--- src/hdl/swm_pkg.sv ---
package swm_pkg;

    localparam int WINDOW_SIZE = 16;
    localparam int COST_W      = 24;
    localparam int HELD_W      = 5;
    localparam int CNT_W       = $clog2(WINDOW_SIZE + 1);
    localparam int IDX_W       = (WINDOW_SIZE > 1) ? $clog2(WINDOW_SIZE) : 1;
    localparam int AGE_W       = IDX_W;

    // One sorted entry: the sample and how many samples arrived after it.
    typedef struct packed {
        logic [COST_W-1:0] cost;
        logic [AGE_W-1:0]  age;
    } t_entry;

    // What a cell shows its neighbors; gt is high for an empty cell or a
    // stored value above the incoming sample.
    typedef struct packed {
        t_entry ent;
        logic   gt;
    } t_nbr;

endpackage

--- src/hdl/swm_cell.sv ---
module swm_cell
    import swm_pkg::*;
(
    input  logic              i_clk,
    input  logic              i_load,
    input  logic [COST_W-1:0] i_sample,
    input  logic              i_vld,
    input  logic              i_full,
    input  logic              i_sh,
    input  t_nbr              i_left,
    input  t_nbr              i_right,
    output t_nbr              o_nbr,
    output logic              o_sh
);

    t_entry r_ent;
    t_entry n_ent;
    t_nbr   own;
    t_nbr   cur_c;
    t_nbr   left_c;
    logic   evict;

    assign evict   = i_full && (r_ent.age == AGE_W'(WINDOW_SIZE - 1));
    assign own.ent = r_ent;
    assign own.gt  = !i_vld || (r_ent.cost > i_sample);
    assign o_nbr   = own;
    // Shift is high once the evicted entry lies at or below this cell.
    assign o_sh    = i_sh || evict;

    always_comb begin
        // Row with the evicted entry squeezed out.
        cur_c  = o_sh ? i_right : own;
        left_c = i_sh ? own : i_left;
        if (left_c.gt) begin
            n_ent     = left_c.ent;
            n_ent.age = left_c.ent.age + AGE_W'(1);
        end else if (cur_c.gt) begin
            n_ent.cost = i_sample;
            n_ent.age  = '0;
        end else begin
            n_ent     = cur_c.ent;
            n_ent.age = cur_c.ent.age + AGE_W'(1);
        end
    end

    always_ff @(posedge i_clk) begin
        if (i_load) begin
            r_ent <= n_ent;
        end
    end

endmodule

--- src/hdl/sliding_window_median.sv ---
// Channel  Direction  Handshake                          Payload
// sample   in         i_sample_valid / o_sample_ready    i_sample_cost
// median   out        o_median_valid / i_median_ready    o_median_cost, o_held_count
//
// A sample beat enters the sorted cell row in the cycle it is accepted; its
// median is then registered at the output once the output register is free.
// A new sample can be taken every cycle while the output drains.
// Reset (synchronous) empties the window and drops any pending result.
// A stalled output holds one result plus one in the cells, then input stalls.
module sliding_window_median
    import swm_pkg::*;
(
    input  logic              i_clk,
    input  logic              i_rst_n,
    input  logic              i_sample_valid,
    output logic              o_sample_ready,
    input  logic [COST_W-1:0] i_sample_cost,
    output logic              o_median_valid,
    input  logic              i_median_ready,
    output logic [COST_W-1:0] o_median_cost,
    output logic [HELD_W-1:0] o_held_count
);

    logic [CNT_W-1:0]  r_count;
    logic [CNT_W-1:0]  n_count;
    logic              r_pend;
    logic              r_out_vld;
    logic [COST_W-1:0] r_median;
    logic [HELD_W-1:0] r_held;
    logic              full;
    logic              accept;
    logic              load_out;
    logic [IDX_W-1:0]  med_idx;
    t_nbr              nbr [WINDOW_SIZE];
    logic              sh  [WINDOW_SIZE+1];
    t_nbr              edge_lo;
    t_nbr              edge_hi;

    assign full           = (r_count == CNT_W'(WINDOW_SIZE));
    assign load_out       = r_pend && (!r_out_vld || i_median_ready);
    assign o_sample_ready = !r_pend || load_out;
    assign accept         = i_sample_valid && o_sample_ready;
    assign n_count        = full ? r_count : r_count + CNT_W'(1);
    assign med_idx        = IDX_W'(r_count >> 1);

    // Below the row nothing is greater; above it every slot is empty.
    assign edge_lo.ent = '0;
    assign edge_lo.gt  = 1'b0;
    assign edge_hi.ent = '0;
    assign edge_hi.gt  = 1'b1;
    assign sh[0]       = 1'b0;

    for (genvar g = 0; g < WINDOW_SIZE; g++) begin : g_cell
        swm_cell u_cell (
            .i_clk    (i_clk),
            .i_load   (accept),
            .i_sample (i_sample_cost),
            .i_vld    (CNT_W'(g) < r_count),
            .i_full   (full),
            .i_sh     (sh[g]),
            .i_left   ((g == 0) ? edge_lo : nbr[(g == 0) ? 0 : g - 1]),
            .i_right  ((g == WINDOW_SIZE - 1) ? edge_hi
                                              : nbr[(g == WINDOW_SIZE - 1) ? g : g + 1]),
            .o_nbr    (nbr[g]),
            .o_sh     (sh[g+1])
        );
    end

    always_ff @(posedge i_clk) begin
        if (!i_rst_n) begin
            r_count   <= '0;
            r_pend    <= 1'b0;
            r_out_vld <= 1'b0;
        end else begin
            if (accept) begin
                r_count <= n_count;
            end
            if (accept) begin
                r_pend <= 1'b1;
            end else if (load_out) begin
                r_pend <= 1'b0;
            end
            if (load_out) begin
                r_out_vld <= 1'b1;
            end else if (i_median_ready) begin
                r_out_vld <= 1'b0;
            end
        end
    end

    always_ff @(posedge i_clk) begin
        if (load_out) begin
            r_median <= nbr[med_idx].ent.cost;
            r_held   <= HELD_W'(r_count);
        end
    end

    assign o_median_valid = r_out_vld;
    assign o_median_cost  = r_median;
    assign o_held_count   = r_held;

endmodule

--- config.mk ---
export PLATFORM = sky130hd
export DESIGN_NAME = sliding_window_median
export DESIGN_NICKNAME = d
export VERILOG_FILES = /design/src/hdl/swm_pkg.sv /design/src/hdl/swm_cell.sv /design/src/hdl/sliding_window_median.sv
export SDC_FILE = /design/constraint.sdc
export NUM_CORES = 2
export LEC_CHECK = 0
export ABC_CLOCK_PERIOD_IN_PS = 18700
export BUFFER_PORTS_ARGS = -buffer_cell sky130_fd_sc_hd__buf_2
export CORE_MARGIN = 2
export CORE_UTILIZATION = 43
export DETAILED_ROUTE_END_ITERATION = 7
export GPL_TIMING_DRIVEN = 0
export PLACE_DENSITY = 0.57
export SLEW_MARGIN = 10
export SYNTH_ARGS = -nofsm -noshare
export SYNTH_HDL_FRONTEND = slang
export SYNTH_SLANG_ARGS = --single-unit
--- constraint.sdc ---
create_clock -name i_clk -period 18.7 [get_ports i_clk]
set_clock_uncertainty 0.15 [all_clocks]
set_input_delay 3.74 -clock i_clk [delete_from_list [all_inputs] [get_ports i_clk]]
set_output_delay 3.74 -clock i_clk [all_outputs]
set_load 0.01 [all_outputs]
# --- After elaboration in Yosys (flattened, before gate mapping) ---
# Index checks and enable logic that the tools add are counted.
totals:
  regBits: 484
  in_bits: 28
  out_inout_bits: 31
  word_cells: 234
op_classes:
  addsub: 17
  magnitude_cmp: 33
  eq_ne: 17
  n_mux: 54
  bitwise_logic: 2
  reduce_logical: 74
ops:
  columns: ["op", "n"]
  rows:
  - ["$mux W28", 31]
  - ["$mux W29", 18]
  - ["$gt A24 B24 Y1", 16]
  - ["$bmux W29 S4", 1]
  - ["$add A4 B1 Y4 const B", 16]
  - ["$eq A4 B4 Y1 const B", 16]
  - ["$lt A4 B5 Y1 const A", 8]
  - ["$logic_or A1 B1 Y1", 33]
  - ["$lt A3 B5 Y1 const A", 4]
  - ["$logic_and A1 B1 Y1", 18]
  - ["$logic_not A1 Y1", 18]
  - ["$lt A1 B5 Y1 const A", 2]
  - ["$lt A2 B5 Y1 const A", 2]
  - ["$add A5 B1 Y5 const B", 1]
  - ["$eq A5 B5 Y1 const B", 1]
  - ["$ge A5 B5 Y1 const B", 1]
  - ["$not A4 Y5", 1]
  - ["$mux W1", 4]
  - ["$reduce_and A2 Y1", 2]
  - ["$reduce_bool A2 Y1", 2]
  - ["$reduce_bool A3 Y1", 1]
  - ["$not A1 Y1", 1]

# --- Logic depth before layout (Yosys ltp) ---
depth:
  ltp_word: 21
  ltp_mapped: 17
  mapped_depth_nobuf: 11

# --- Cells and area by module ---
# Synthesis repeated with hierarchy kept, for this count alone.
hier_totals:
  cells_unflattened: 5117
  area_unflattened_um2: 47705.8
modules_own_cells:
  columns: ["module", "n_inst", "cells_each", "area_per_inst_um2", "seq_area_each_um2"]
  rows:
  - ["swm_cell (g_cell[0].u_cell ...)", 15, 305, 2742.6, 840.8]
  - ["sliding_window_median", 1, 305, 4321.6, 1011.0]
  - ["swm_cell (g_cell[9].u_cell)", 1, 237, 2244.7, 840.8]

# --- Least setup slack after synthesis ---
# Ideal clock, no wire load.
synth_timing:
  path_type: "in2reg"
  from: "in i_median_ready"
  to: "reg g_cell[15].u_cell.r_ent (netlist bit g_cell[15].u_cell.o_nbr[10]) (enable)"
  setup_time_ns: 0.442
  t_arrival_ns: 17.939
  t_required_ns: 18.108
  path_slack_ns: 0.169
  cell_stages: 5
  n_path_buf: 1
  cell_sequence: "nor2b_1 -> nand2_1 -> and2_1 -> clkbuf_1 -> a21boi_0"
synth_via:
  elab_chain_len: 5
synth_lines:
  columns: ["element", "line_no", "source"]
  rows:
  - ["start: declaration", "sliding_window_median.sv:19", "input logic i_median_ready,"]
  - ["$logic_or A1 B1 Y1", "sliding_window_median.sv:40", "assign load_out = r_pend && (!r_out_vld || i_median_ready);"]
  - ["$logic_and A1 B1 Y1", "sliding_window_median.sv:40", null]
  - ["$logic_or A1 B1 Y1", "sliding_window_median.sv:41", "assign o_sample_ready = !r_pend || load_out;"]
  - ["via o_sample_ready", "sliding_window_median.sv:16", "output logic o_sample_ready,"]
  - ["$logic_and A1 B1 Y1", "sliding_window_median.sv:42", "assign accept = i_sample_valid && o_sample_ready;"]
  - ["via accept", "sliding_window_median.sv:31", "logic accept;"]
  - ["$reduce_and A2 Y1 (no line)", null, null]
  - ["end signal: assignment", "swm_cell.sv:48", "r_ent <= n_ent;"]
  - ["end: declaration", "swm_cell.sv:16", "t_entry r_ent;"]
# The timed path passes the listed nets, and every way through them passes these cells.
# A chain may end at the register's enable or synchronous reset.

==> reports/metrics.yaml <==
status: "finished, violations left"
violations: "DRC"
rsz0062_at_grt: "false"
die_h_um: 317
nNetsFinal: 4879
area_growth_pct: 9.59
crit_arrival_ns: 8.77
pwr-share-clk_pct: 35.1
cts_made_buffers: 61
grt_overflow: 0
ioPinCount: 59
place_congestion: 0.985
synth.net_count: 4748
cts_tree: "done"
ff2ff_path_depth: 14
coreArea_sq_um: 96700
dieArea_sq_um: 100000
switching_power_mw: 1.08
die_x_um: 317
async_flop_share_pct: 0
cap_violations: 0
cts_resized: 0
finalCritPeriodShare_pct: 44.9
drt_iter0_markers: 4387
route.final.wire_length_mm: 174
cts.sinks: 484
setup_viol_count_final: 0
relSlewSlack_pct: 10.3
synthCells: 4318
critPathKind: "in -> reg"
slew_viol_final: 0
drtPass1Iterations: 8
fmax_mhz: 119
cts_root_buf: "clkbuf_16"
worstPathRequired_ns: 19.08
timing.hold.ws_ns: 0.394
grt_pass1_vias: 37749
finalHoldViolations: 0
syn-cell-area_sq_um: 42000
period_needed_ns: 8.39
grt_pass1_wl_mm: 251
synth.yosys.seq_area_share_pct: 34.4
io_buffer_count: 58
clk-insertion-delay-late_ns: 0.70
hold_path.class: "reg -> reg"
setup_tns_ns: 0
num_vias: 37857
drc_errors: 1
start_kind: "input pin"
cts_max_level: 2
antenna_left: 0
holdBufCountCts: 0
drive_above_1_share_pct: 13.2
worst_pin_slew_ns: 1.33
internal_power_mw: 2.23
dpl.hpwl_mm: 140
syn_area_per_cell_sq_um: 9.73
clk_pin_slew_ns: 0.06
cts_setup_buffers: 0
swShare_pct: 32.6
p_leak_nw: 18.1
cp-end-kind: "flip-flop"
clock_path_buffers: 3
pwr-share-comb_pct: 21.6
grt_use_total_pct: 34.2
p_seq_share_pct: 43.3
viasPerCell: 6.55
start_util_pct: 43.4
synth_edf_count: 477
p_per_area_nw_per_um2: 72.0
antenna_found_initial: 11
yosys_most_used_dff: "edfxtp_1"
critPathMaxFanout: 20
synth.distinct_cells: 85
whs_path_depth: 1
fp-row-count: 114
yosysWarnings: 0
ys_ff_latch: 484
irDropWorstVdd_mv: 0.0783
wl_per_cell_um: 30.1
grt_start_max_net_pins: 60
==> sequential cells by signal, summed over array words and instances, names as in the netlist <==
| name | cells |
|---|---|
| r_count | 5 |
| g_cell.u_cell.o_nbr | 448 |
| o_held_count | 5 |
| o_median_cost | 24 |
| o_median_valid | 1 |
| r_pend | 1 |
==> logic make-up after synthesis <==
logic type | after synthesis | share of synthesized area [%]
multiplexers | 408 | 13.6
adder cells (fa/ha/maj) | 402 | 12.0
AO/OA/AOI/OAI | 1200 | 20.4
XOR/XNOR | 35 | 0.730
buffers and inverters | 469 | 4.72
AND/OR/NAND/NOR | 1320 | 14.1
flip-flops | 484 | 34.4
==> final timing paths <==
path | start | end | slack [ns]
max | i_sample_cost[23] | g_cell[2].u_cell.o_nbr[2] | 10.31
min | r_pend | o_median_valid | 0.39
max reg2reg | r_count[1] | g_cell[9].u_cell.o_nbr[28] | 12.81
min reg2reg | r_pend | o_median_valid | 0.39
==> stage by stage <==
| step | util, % | cells | total power, mW | area [sq um] | setup WS (ns) |
|---|---|---|---|---|---|
| finish | 47.6 | 5777 | 3.31 | 46000 | 10.31 |
| global route | 47.6 | 5775 | 3.43 | 46000 | 10.32 |
| CTS | 47.6 | 5775 | 3.30 | 46000 | 10.41 |
| detailed placement | 45.7 | 5662 | 2.15 | 44200 | 9.91 |
| global placement | 45.4 | 5652 | 2.17 | 43900 | -7.97 |
| floorplan | - | 4318 | 1.90 | 42000 | 0.169 |
==> metal layers <==
layer | GRT usage [%] | share of wire [%]
met5 | 0 | 0.016
met4 | 19.5 | 6.3
met3 | 5.26 | 7.8
met2 | 56.3 | 46
met1 | 42.9 | 39
==> layout by cell type (no fill, tap or decap), types with 61 or more instances in the layout <==
cell type	n
clkbuf_16	61
mux2_2	111
edfxtp_1	477
nand2_1	480
a211oi_1	76
buf_2	148
nor2_1	358
nand3_1	126
o21ai_0	145
mux4_2	120
nand4_1	80
o31ai_1	62
a21oi_1	249
clkbuf_1	180
a21o_1	63
mux2i_1	176
inv_1	150
o22ai_1	110
nor3_1	127
ha_1	402
==> power by group through the flow <==
stage | clock network [mW] | logic [mW] | registers (mW)
2_1_floorplan | 0 | 0.475 | 1.42
3_3_place_gp | 0 | 0.675 | 1.49
3_5_place_dp | 0 | 0.694 | 1.45
4_1_cts | 1.17 | 0.698 | 1.43
5_1_grt | 1.21 | 0.780 | 1.44
6_report | 1.16 | 0.714 | 1.44
==> Yosys cell counts (90+ instances only) <==
library cell	count	area, sq um
buf_2	90	450
o22ai_1	110	688
nor3_1	127	636
a21oi_1	249	1250
nand2_1	480	1800
o21ai_0	145	726
mux2i_1	176	1760
ha_1	402	5030
mux2_2	111	1250
inv_1	154	578
clkbuf_1	166	623
edfxtp_1	477	14300
nor2_1	358	1340
mux4_2	120	2700
nand3_1	126	631
==> final cells by class <==
type / instances / area [sq um]
Multi-Input combinational cell: 3365 / 25600
Inverter: 154 / 578
Timing Repair Buffer: 68 / 551
Fill cell: 9334 / 50700
Clock inverter: 37 / 268
Buffer: 315 / 1410
Clock buffer: 76 / 1580
Antenna cell: 2 / 5.00
Tap cell: 1276 / 1600
Sequential cell: 484 / 14500
==> worst max-delay path, stage by stage <==
cell	delay [ns]
buf_2	0.38
inv_1	0.62
ha_1	0.57
nand4_1	0.10
nor2_1	0.52
nand3_1	0.36
o211ai_1	0.36
o2111ai_1	0.54
nand2b_1	0.52
buf_1	0.55
nand2_1	0.23
o21ai_0	0.24
Power figures use the tool's default switching activity.
